===== config.mk =====
export PLATFORM = sky130hd
export DESIGN_NAME = video_payload_frame_assembler
export DESIGN_NICKNAME = d
export VERILOG_FILES = /design/src/vpfa_pkg.sv /design/src/video_payload_frame_assembler.sv
export SDC_FILE = /design/constraint.sdc
export NUM_CORES = 1
export LEC_CHECK = 0
export CORE_UTILIZATION = 45
export CTS_BUF_LIST = sky130_fd_sc_hd__clkbuf_4 sky130_fd_sc_hd__clkbuf_8 sky130_fd_sc_hd__clkbuf_16
export DETAILED_ROUTE_END_ITERATION = 12
export DONT_BUFFER_PORTS = 1
export SYNTH_ARGS = -nofsm -noshare
export SYNTH_HDL_FRONTEND = slang
export SYNTH_SLANG_ARGS = --single-unit

===== constraint.sdc =====
create_clock -name clk_i -period 10.9 [get_ports clk_i]
set_input_delay 0.545 -clock clk_i [delete_from_list [all_inputs] [get_ports clk_i]]
set_output_delay 0.545 -clock clk_i [all_outputs]
set_load 0.01 [all_outputs]

===== src/vpfa_pkg.sv =====
// Types and constants of the video payload frame assembler.
// No dependencies; used by the top level and its checker.
package vpfa_pkg;

  typedef enum logic [2:0] {
    ST_DATA      = 3'd0,
    ST_XFER_FAIL = 3'd1,
    ST_EMPTY     = 3'd2,
    ST_BAD_HDR   = 3'd3,
    ST_ERR_SKIP  = 3'd4,
    ST_OVERFLOW  = 3'd5
  } status_e;

  typedef enum logic [2:0] {
    REG_BULK_MODE   = 3'd0,
    REG_MAX_PAYLOAD = 3'd1,
    REG_REQ_SIZE    = 3'd2,
    REG_MAX_FRAME   = 3'd3,
    REG_RING_BYTES  = 3'd4
  } cfg_reg_e;

  localparam int unsigned PADDR_W = 5;

  localparam logic [7:0] HDR_FID_BIT = 8'd0;
  localparam logic [7:0] HDR_ERR_BIT = 8'd6;

endpackage


===== src/video_payload_frame_assembler.sv =====
// Video payload frame assembler: header parsing, frame tracking and ring slot placement.
// Depends on vpfa_pkg.
//
// Takes one completed camera transfer per cycle and returns one result per transfer. An
// accepted transfer sits in an input register, is evaluated by a single pass of compare and
// add logic that also updates the frame state, and lands in a result register, where it is
// valid until taken; a stalled result keeps the transfer in the input register. A new
// transfer is taken every cycle as long as the result side keeps up.
// The input register keeps accepting while a finished result waits; backpressure reaches
// in_ready_o only when both registers are full. Configuration registers sit on a small
// APB-style port at byte addresses 0, 4, 8, 12 and 16 and are to be written only while no
// transfer is in flight.
module video_payload_frame_assembler (
  input  logic                          clk_i,
  input  logic                          rst_ni,
  // Configuration port
  input  logic                          psel,
  input  logic                          penable,
  input  logic                          pwrite,
  input  logic [vpfa_pkg::PADDR_W-1:0]  paddr,
  input  logic [31:0]                   pwdata,
  output logic [31:0]                   prdata,
  output logic                          pready,
  // Transfer input
  input  logic                          in_valid_i,
  output logic                          in_ready_o,
  input  logic                          xfer_ok_i,
  input  logic [23:0]                   actual_len_i,
  input  logic [7:0]                    hdr_len_i,
  input  logic [7:0]                    hdr_info_i,
  // Result output
  output logic                          out_valid_o,
  input  logic                          out_ready_i,
  output logic [2:0]                    status_o,
  output logic [31:0]                   write_offset_o,
  output logic [23:0]                   write_length_o,
  output logic [7:0]                    data_skip_o,
  output logic                          frame_closed_o,
  output logic                          closed_had_error_o,
  output logic [31:0]                   frame_number_o
);
  import vpfa_pkg::*;

  // Configuration registers
  logic        bulk_mode_q;
  logic [31:0] max_payload_q;
  logic [23:0] req_size_q;
  logic [23:0] max_frame_q;
  logic [31:0] ring_bytes_q;
  logic        cfg_wr;
  cfg_reg_e    cfg_sel;

  // Frame state
  logic        fid_valid_q, fid_valid_d;
  logic        cur_fid_q, cur_fid_d;
  logic        frame_err_q, frame_err_d;
  logic [23:0] frame_fill_q, frame_fill_d;
  logic [31:0] slot_offset_q, slot_offset_d;
  logic [31:0] frames_seen_q, frames_seen_d;
  logic [31:0] bulk_count_q, bulk_count_d;

  // Input register
  logic        in_vld_q;
  logic        ok_q;
  logic [23:0] actual_q;
  logic [7:0]  hlen_q;
  logic [7:0]  info_q;

  // Result register
  logic        out_vld_q;
  status_e     status_q, status_d;
  logic [31:0] wr_off_q, wr_off_d;
  logic [23:0] wr_len_q, wr_len_d;
  logic [7:0]  skip_q, skip_d;
  logic        closed_q, closed_d;
  logic        closed_err_q, closed_err_d;

  logic advance;
  logic process;

  // ---------------------------------------------------------------------------
  // Configuration port
  // ---------------------------------------------------------------------------
  assign pready  = 1'b1;
  assign cfg_wr  = psel & penable & pwrite;
  assign cfg_sel = cfg_reg_e'(paddr[PADDR_W-1:2]);

  always_ff @(posedge clk_i or negedge rst_ni) begin
    if (!rst_ni) begin
      bulk_mode_q   <= 1'b0;
      max_payload_q <= '0;
      req_size_q    <= '0;
      max_frame_q   <= '0;
      ring_bytes_q  <= '0;
    end else if (cfg_wr) begin
      unique case (cfg_sel)
        REG_BULK_MODE:   bulk_mode_q   <= pwdata[0];
        REG_MAX_PAYLOAD: max_payload_q <= pwdata;
        REG_REQ_SIZE:    req_size_q    <= pwdata[23:0];
        REG_MAX_FRAME:   max_frame_q   <= pwdata[23:0];
        REG_RING_BYTES:  ring_bytes_q  <= pwdata;
        default: ;
      endcase
    end
  end

  always_comb begin
    unique case (cfg_sel)
      REG_BULK_MODE:   prdata = {31'd0, bulk_mode_q};
      REG_MAX_PAYLOAD: prdata = max_payload_q;
      REG_REQ_SIZE:    prdata = {8'd0, req_size_q};
      REG_MAX_FRAME:   prdata = {8'd0, max_frame_q};
      REG_RING_BYTES:  prdata = ring_bytes_q;
      default:         prdata = '0;
    endcase
  end

  // ---------------------------------------------------------------------------
  // Handshake and pipeline control
  // ---------------------------------------------------------------------------
  assign advance    = !out_vld_q || out_ready_i;
  assign process    = in_vld_q && advance;
  assign in_ready_o = !in_vld_q || advance;

  always_ff @(posedge clk_i or negedge rst_ni) begin
    if (!rst_ni) begin
      in_vld_q <= 1'b0;
    end else if (in_valid_i && in_ready_o) begin
      in_vld_q <= 1'b1;
    end else if (process) begin
      in_vld_q <= 1'b0;
    end
  end

  always_ff @(posedge clk_i) begin
    if (in_valid_i && in_ready_o) begin
      ok_q     <= xfer_ok_i;
      actual_q <= actual_len_i;
      hlen_q   <= hdr_len_i;
      info_q   <= hdr_info_i;
    end
  end

  // ---------------------------------------------------------------------------
  // Transfer evaluation
  // ---------------------------------------------------------------------------
  always_comb begin
    logic        hdr_parse;
    logic        bad_hdr;
    logic        hdr_good;
    logic        fid;
    logic        new_frame;
    logic        err_now;
    logic [7:0]  hdr_skip;
    logic [23:0] fill_base;
    logic [31:0] slot_base;
    logic [32:0] slot_sum;
    logic [32:0] slot_wrap;
    logic [23:0] data_len;
    logic [24:0] fill_sum;
    logic [31:0] bulk_sum;

    fid_valid_d   = fid_valid_q;
    cur_fid_d     = cur_fid_q;
    frame_err_d   = frame_err_q;
    frame_fill_d  = frame_fill_q;
    slot_offset_d = slot_offset_q;
    frames_seen_d = frames_seen_q;
    bulk_count_d  = bulk_count_q;

    status_d     = ST_DATA;
    wr_off_d     = '0;
    wr_len_d     = '0;
    skip_d       = '0;
    closed_d     = 1'b0;
    closed_err_d = 1'b0;

    // Header is parsed on every isochronous transfer and at the start of a bulk payload.
    hdr_parse = !bulk_mode_q || (bulk_count_q == '0);
    bad_hdr   = hdr_parse && ((actual_q < 24'd2) || ({16'd0, hlen_q} > actual_q));
    hdr_good  = hdr_parse && !bad_hdr;
    fid       = info_q[HDR_FID_BIT[2:0]];
    new_frame = hdr_good && (!fid_valid_q || (cur_fid_q != fid));

    // A frame closed without error moves the ring slot on by one frame size.
    slot_sum  = {1'b0, slot_offset_q} + {9'd0, max_frame_q};
    slot_wrap = (slot_sum >= {1'b0, ring_bytes_q}) ? (slot_sum - {1'b0, ring_bytes_q})
                                                   : slot_sum;
    slot_base = (new_frame && fid_valid_q && !frame_err_q) ? slot_wrap[31:0] : slot_offset_q;
    fill_base = new_frame ? 24'd0 : frame_fill_q;

    err_now   = (new_frame ? 1'b0 : frame_err_q) || (hdr_good && info_q[HDR_ERR_BIT[2:0]]);
    hdr_skip  = (hdr_good && !info_q[HDR_ERR_BIT[2:0]]) ? hlen_q : 8'd0;
    data_len  = actual_q - {16'd0, hdr_skip};
    fill_sum  = {1'b0, fill_base} + {1'b0, data_len};
    bulk_sum  = bulk_count_q + {8'd0, actual_q};

    if (!ok_q) begin
      status_d = ST_XFER_FAIL;
    end else if (actual_q == '0) begin
      status_d = ST_EMPTY;
    end else if (bad_hdr) begin
      status_d = ST_BAD_HDR;
    end else begin
      closed_d     = new_frame && fid_valid_q;
      closed_err_d = new_frame && fid_valid_q && frame_err_q;
      if (new_frame) begin
        fid_valid_d   = 1'b1;
        cur_fid_d     = fid;
        frames_seen_d = frames_seen_q + 32'd1;
      end
      slot_offset_d = slot_base;
      frame_fill_d  = fill_base;
      frame_err_d   = err_now;

      if (bulk_mode_q) begin
        if ((bulk_sum >= max_payload_q) || (actual_q < req_size_q)) begin
          bulk_count_d = '0;
        end else begin
          bulk_count_d = bulk_sum;
        end
      end

      if (err_now) begin
        status_d = ST_ERR_SKIP;
      end else if (fill_sum > {1'b0, max_frame_q}) begin
        status_d    = ST_OVERFLOW;
        frame_err_d = 1'b1;
      end else begin
        status_d     = ST_DATA;
        wr_off_d     = slot_base + {8'd0, fill_base};
        wr_len_d     = data_len;
        skip_d       = hdr_skip;
        frame_fill_d = fill_sum[23:0];
      end
    end
  end

  always_ff @(posedge clk_i or negedge rst_ni) begin
    if (!rst_ni) begin
      fid_valid_q   <= 1'b0;
      cur_fid_q     <= 1'b0;
      frame_err_q   <= 1'b0;
      frame_fill_q  <= '0;
      slot_offset_q <= '0;
      frames_seen_q <= '0;
      bulk_count_q  <= '0;
    end else if (process) begin
      fid_valid_q   <= fid_valid_d;
      cur_fid_q     <= cur_fid_d;
      frame_err_q   <= frame_err_d;
      frame_fill_q  <= frame_fill_d;
      slot_offset_q <= slot_offset_d;
      frames_seen_q <= frames_seen_d;
      bulk_count_q  <= bulk_count_d;
    end
  end

  // ---------------------------------------------------------------------------
  // Result register
  // ---------------------------------------------------------------------------
  always_ff @(posedge clk_i or negedge rst_ni) begin
    if (!rst_ni) begin
      out_vld_q <= 1'b0;
    end else if (advance) begin
      out_vld_q <= in_vld_q;
    end
  end

  always_ff @(posedge clk_i) begin
    if (process) begin
      status_q     <= status_d;
      wr_off_q     <= wr_off_d;
      wr_len_q     <= wr_len_d;
      skip_q       <= skip_d;
      closed_q     <= closed_d;
      closed_err_q <= closed_err_d;
    end
  end

  assign out_valid_o        = out_vld_q;
  assign status_o           = status_q;
  assign write_offset_o     = wr_off_q;
  assign write_length_o     = wr_len_q;
  assign data_skip_o        = skip_q;
  assign frame_closed_o     = closed_q;
  assign closed_had_error_o = closed_err_q;
  // The frame count lives in the state, so it is taken right after the update.
  assign frame_number_o     = frames_seen_q;

endmodule


==> impl_results.md, run 1 <==
* CTS max path bufs at 3
* Avg Cell Area, Syn at 9.20 um^2
* Total grt overflow at 0
* HP Start: actual_len_i[2]
* VDD IR max at 154 uV
* Final hold vios at 0
* Reg2Reg Depth at 33
* Input/output buffers at 0
* Setup TNS at 0 ns
* WL/cell at 21.9 um
* Chip width at 230 um
* First-pass GRT wire length at 107 mm
* Synth warnings at 0
* Hold depth at 0
* Pins Over Slew Limit at 0
* H-tree levels at 2
* DIE HEIGHT at 230 um
* CP most frequent cell: o21ai_0
* CP max FO at 28
* Fin crit period at 9.85 ns
* Largest net degree at the start of global routing at 239
* Post-synth top area share at 0.254
* DRC at 0
* P per Cell Area at 295 nW/um^2
* Vias in the first global route at 17,986
* Initial Util at 0.457
* Vias per std cell at 5.77
* Share of flip-flops with an asynchronous set or reset at 0.696
* Post-route cell area at 25,700 um^2
* Dpl hpwl at 54.6 mm
* Final ANT Viol Nets at 0
* Reg2Reg Capture Point: write_offset_o[14]
* Seq cells post-synth at 342
* Filler instances at 4,806
* Synth area leaders: dfrtp_1, edfxtp_1, ha_1
* Sequential area share after synthesis at 0.387
* Num Clock Sinks at 342
* Clock skew at 0.0162 ns
* Synth Net Count at 2,866
* Leak at 11.8 nW
* Clk_lat worst skew at 0.58 ns
* RSZ-0062 raised after global routing: false
* Final net count at 2,847
* Worst setup margin at 1.05 ns
* Least-Margin Pin Slew at 1.30 ns
* DP Worst Slack at 1.24 ns
* Critical Path End Type: flip-flop
* Root buf cell: clkbuf_16
* Tot GR Track Use at 0.266
* Startpoint Class: flip-flop
* Maximum capacitance violations at 0
* Dpl cell area at 24,100 um^2
* WP data required at 11.31 ns
* TritonCTS clock tree: yes
* CP max stage delay at 0.52 ns
* Gpl congestion at 0.924
* Slew margin rel. at 0.130
* Clock slew at reported path FFs at 0.06 ns
* Core area at 51,400 um^2
* Endpoints failing setup at 0
* Layout cells sized above 1 at 0.0621
* Mapped Cells at 2,550
* Crit Path Class: flip-flop to flip-flop
* Post-CTS Resized at 0
* Initial DRT Pass Iterations at 5
* Yosys top cell by area: dfrtp_1
* Synth Cell Area at 23,500 um^2
* Initial antenna violation count at 0
* Reg2reg setup slack at 1.05 ns
* Commonest non-fill, non-tap cell in the layout: nand2_1
* Critical-path top delay cell: o21ai_0
* Die area at 53,100 um^2
* Std cell rows at 83
* Post-synth top flop: dfrtp_1
* Status: finished, final reports clean
* Worst EP arrival at 10.26 ns
* RR Startpoint: bulk_count_q[27]
* Most frequent cells in the layout: nand2_1, dfrtp_1, ha_1
* DRT iter0 DRCs at 1,557
* IO Count at 221
* Hold WC Path Type: primary input to flip-flop
* Hold Path Sink: actual_q[2]
* Diodes inserted at 0
* Multi-input logic area at 13,400 um^2
* Worst hold margin at 0.0582 ns
* Peak Freq at 102 MHz
* Final Cycle Share at 0.904
* Netlist cell types at 96
* CTS buffer count at 40
* Number of synthesized flops with an enable pin at 104
* Reg area at 9080 um^2
* Drt total wl at 71.0 mm
* Synth-to-Final Area Change at 9.58%
* Routed via count at 18,711
==> state kept, by name (all words and copies together) (netlist names), 2 cells and up <==
| signal | count |
|---|---|
| max_payload_q | 32 |
| ring_bytes_q | 32 |
| frame_number_o | 32 |
| bulk_count_q | 32 |
| frame_fill_q | 24 |
| data_skip_o | 8 |
| status_o | 3 |
| hlen_q | 8 |
| write_offset_o | 32 |
| actual_q | 24 |
| max_frame_q | 24 |
| req_size_q | 24 |
| slot_offset_q | 32 |
| write_length_o | 24 |
| info_q | 2 |
==> report_power, final <==
group | internal (mW) | switching [mW] | leakage [nW]
Sequential | 1.63 | 0.254 | 3.97
Clock | 0.950 | 0.572 | 0.750
Combinational | 1.68 | 2.52 | 7.09
Total | 4.25 | 3.35 | 11.8
==> per-layer routing <==
| metal | global-route usage | wire (um) | up-vias |
|---|---|---|---|
| li1 | - | - | 9090 |
| met1 | 0.362 | 31800 | 9027 |
| met2 | 0.423 | 32700 | 504 |
| met3 | 0.0529 | 4420 | 90 |
| met4 | 0.0855 | 2030 | 0 |
| met5 | 0 | 0 | - |
==> how the worst max path moves through the flow <==
stage	endpoint	from	slack (ns)	depth (start not counted)
after global placement	write_offset_o[14]	actual_q[1]	1.42	38
after global routing	write_offset_o[6]	bulk_count_q[27]	0.41	33
final	write_offset_o[14]	bulk_count_q[27]	1.05	33
after floorplan	write_offset_o[28]	max_frame_q[0]	3.08	34
after CTS	write_offset_o[14]	bulk_count_q[27]	1.15	38
after detailed placement	write_offset_o[14]	bulk_count_q[27]	1.24	35
==> stage by stage <==
stage	std cells	utilization	power [mW]
4_1_cts	3240	0.500	7.59
6_report	3242	0.500	7.60
2_1_floorplan	2550	-	5.01
3_5_place_dp	3166	0.470	6.01
5_1_grt	3242	0.500	8.18
3_3_place_gp	3166	0.470	5.93
==> worst max-delay path, delay by kind of cell, from the launching register on <==
family                     cells  cell delay [ns]
xor gates and xnor gates       2             0.62
adders and majority gates      3             1.05
AOI/OAI and AO/OA             15             3.97
buffers and inverters          1             0.42
DFF                            1             0.44
and+or+nand+nor               12             3.16
==> cell usage after synthesis, types with 17 or more instances <==
master / instances
and3_1: 47
o221ai_1: 24
nor2_1: 165
xor2_1: 59
a21o_1: 88
nor3_1: 31
a22oi_1: 35
dfrtp_1: 238
a22o_1: 49
nand4_1: 31
clkbuf_1: 61
o21a_1: 33
nand2b_1: 34
o21ai_0: 203
a21oi_1: 151
ha_1: 225
nor2b_1: 48
o21bai_1: 20
nand3_1: 49
xnor2_1: 118
nand2_1: 313
inv_1: 171
a31oi_1: 22
edfxtp_1: 104
and2_1: 17
==> timing repair <==
action                                 CTS  global route
setup buffers                            0             0
hold buffers                             1             1
endpoints found under the hold margin  238            61
==> kinds of logic after synthesis <==
kind of cell / count (synthesis) / synth area share
AND/OR/NAND/NOR: 811 / 0.168
buffers and inverters: 253 / 0.0429
AO/OA/AOI/OAI: 714 / 0.200
other: 1 / 0.000160
flip-flops: 342 / 0.387
adder cells (fa/ha/maj): 231 / 0.125
multiplexers: 20 / 0.00938
XOR/XNOR: 178 / 0.0671
==> cell type report <==
class / count / area share
Timing Repair Buffer: 21 / 0.00778
Tap cell: 680 / 0.0331
Clock inverter: 19 / 0.0115
Inverter: 171 / 0.0250
Sequential cell: 342 / 0.353
Multi-Input combinational cell: 1955 / 0.522
Clock buffer: 54 / 0.0472
Power figures use the tool's default switching activity.
==> inputs of run 2 (changes only) <==
==> constraint.sdc (replaced) <==
create_clock -name clk_i -period 10.9 [get_ports clk_i]
set_input_delay 1.09 -clock clk_i [delete_from_list [all_inputs] [get_ports clk_i]]
set_output_delay 1.09 -clock clk_i [all_outputs]
set_load 0.01 [all_outputs]
==> run 2 against run 1 <==
Cell count about the same. Count of clock-buffer cells in the layout decreased by 2. Clock skew increased by 0.0059 ns. Non-clock buffer count decreased by 2. Core utilization decreased by 0.43 points. Sequential power about the same. Critical path type unchanged. Largest cell class unchanged.
==> impl_results.md, run 2 (same netlist as run 1, synthesis figures left out) <==
* Status: finished, final reports clean
* Layout cells sized above 1 at 0.0614 (-0.000709)
* Least-Margin Pin Slew at 1.25 ns (-0.0535 ns)
* IO Count at 221 (unchanged)
* Post-CTS Setup Inserts at 0 (unchanged)
* Critical-path top delay cell: edfxtp_1
* Hold WC Path Type: primary input to asynchronous set/reset pin
* RSZ-0062 raised after global routing: false
* Multi-input logic area at 13,400 um^2 (unchanged)
* CP max stage delay at 0.57 ns (+0.05 ns)
* Dpl hpwl at 54.7 mm (+0.20%)
* Routed via count at 18,797 (+0.46%)
* Peak Freq at 99.8 MHz (-1.7%)
* Fin util at 0.496 (-0.00433)
* M1 GR Usage at 0.366 (+0.00376)
* Diodes inserted at 0 (unchanged)
* Most frequent cells in the layout: nand2_1, dfrtp_1, ha_1
* TritonCTS clock tree: yes
* Post-CTS Resized at 0 (unchanged)
* Input/output buffers at 0 (unchanged)
* RR Startpoint: actual_q[1]
* CTS Hold Buffers Added at 0 (-1)
* Initial antenna violation count at 0 (unchanged)
* Clk_lat worst skew at 0.58 ns (about the same)
* Clock skew at 0.0221 ns (+0.00594 ns)
* Startpoint Class: flip-flop
* Worst setup margin at 0.875 ns (-0.175 ns)
* Final hold vios at 0 (unchanged)
* Final ANT Viol Nets at 0 (unchanged)
* Gpl congestion at 0.938 (+1.5%)
* Final Cycle Share at 0.920 (+0.0160)
* CP max FO at 30 (+7.1%)
* DRT iter0 DRCs at 1,447 (-7.1%)
* Buf+Inv Stages, Crit Path at 3 (+2)
* Root buf cell: clkbuf_16
* Pins Over Slew Limit at 0 (unchanged)
* DIE HEIGHT at 230 um (unchanged)
* Largest net degree at the start of global routing at 239 (unchanged)
* DRC at 0 (unchanged)
* Critical path origin: actual_q[1]
* Tot GR Track Use at 0.266 (about the same)
* Die area at 53,100 um^2 (unchanged)
* Num Clock Sinks at 342 (unchanged)
* GR peak layer: met2
* Worst EP arrival at 10.42 ns (+0.16 ns)
* Crit path depth at 38 (+15%)
* First-pass GRT wire length at 108 mm (+0.13%)
* Core area at 51,400 um^2 (unchanged)
* Filler instances at 4,771 (-0.73%)
* Global Route met2 Usage at 0.426 (+0.00339)
* Std cell rows at 83 (unchanged)
* Slew margin rel. at 0.167 (+0.0375)
* Drt total wl at 71.4 mm (+0.57%)
* Chip width at 230 um (unchanged)
* Endpoints failing setup at 0 (unchanged)
* Crit Path Class: flip-flop to flip-flop
* P per Cell Area at 292 nW/um^2 (-1.1%)
* Vias in the first global route at 17,950 (-0.20%)
* H-tree levels at 2 (unchanged)
* CTS buffer count at 41 (+2.5%)
* Initial DRT Pass Iterations at 6 (+1)
* CP delay by family, top: compound AO/OA/AOI/OAI gates
* WP data required at 11.29 ns (-0.02 ns)
* Setup TNS at 0 ns (unchanged)
* Commonest non-fill, non-tap cell in the layout: nand2_1
* Leak at 11.7 nW (-0.82%)
* Total grt overflow at 0 (unchanged)
* Reg area at 9080 um^2 (unchanged)
* Initial Util at 0.457 (unchanged)
* Clock slew at reported path FFs at 0.06 ns (about the same)
* Final net count at 2,846 (-0.035%)
* Vias per std cell at 5.80 (+0.55%)
* CTS max path bufs at 3 (unchanged)
* Critical Path End Type: flip-flop
* DP Worst Slack at 0.997 ns (-0.242 ns)
* Global-route track usage on met3 at 0.0520 (-0.000865)
* Reg2Reg Depth at 38 (+15%)
* Maximum capacitance violations at 0 (unchanged)
* Synth-to-Final Area Change at 8.63%
* Fin crit period at 10.02 ns (+0.175 ns)
* VDD IR max at 147 uV (-4.8%)
* WL/cell at 22.1 um (+0.66%)
[run 2: changes by cell type in the layout (fill, tap and decap cells not counted), sizes merged]
| cell | previous run | this run |
|---|---|---|
| bufinv | 7 | 3 |
| clkbuf | 54 | 52 |
| clkinvlp | 1 | 2 |
| buf | 20 | 19 |
| dlygate4sd3 | 1 | 0 |
| clkinv | 11 | 12 |
| inv | 171 | 174 |
[run 2: metal layers]
layer  share of wire  vias to the layer above
met5               0                        -
met4           0.025                        0
met3           0.062                       91
met2            0.46                      555
met1            0.45                     9054
li1                -                     9097
[run 2: path summary, 6_finish.rpt]
| path | to | slack [ns] |
|---|---|---|
| max | write_offset_o[3] | 0.88 |
| min | frame_number_o[28] | 0.21 |
| max reg2reg | write_offset_o[3] | 0.88 |
| min reg2reg | out_valid_o | 0.49 |
| max in group asynchronous | bulk_count_q[14] | 10.03 |
| min in group clk_i | out_valid_o | 0.49 |
[run 2: area by class of cell]
class,count,share of cell area
flip-flops and latches,342,0.356
well taps,680,0.0334
repair buffers,19,0.00559
clock buffers,52,0.0449
clock inverters,20,0.00785
multi-input cells,1955,0.527
inverters,171,0.0252
[run 2: metrics by stage]
stage / hold WS (ns) / total power [mW] / instance area (um^2) / instances
after floorplan: 0.449 / 5.01 / 23500 / 2550
after global placement: 0.471 / 5.93 / 24200 / 3167
after detailed placement: 0.474 / 6.01 / 24200 / 3167
after CTS: 0.176 / 7.44 / 25500 / 3239
after global routing: 0.185 / 8.02 / 25500 / 3239
final: 0.212 / 7.45 / 25500 / 3239
[run 2: power by group]
group          internal, mW  total (mW)  switching [mW]
Clock                 0.817        1.39           0.575
Combinational          1.68        4.18            2.50
Sequential             1.63        1.88           0.253
Total                  4.12        7.45            3.33
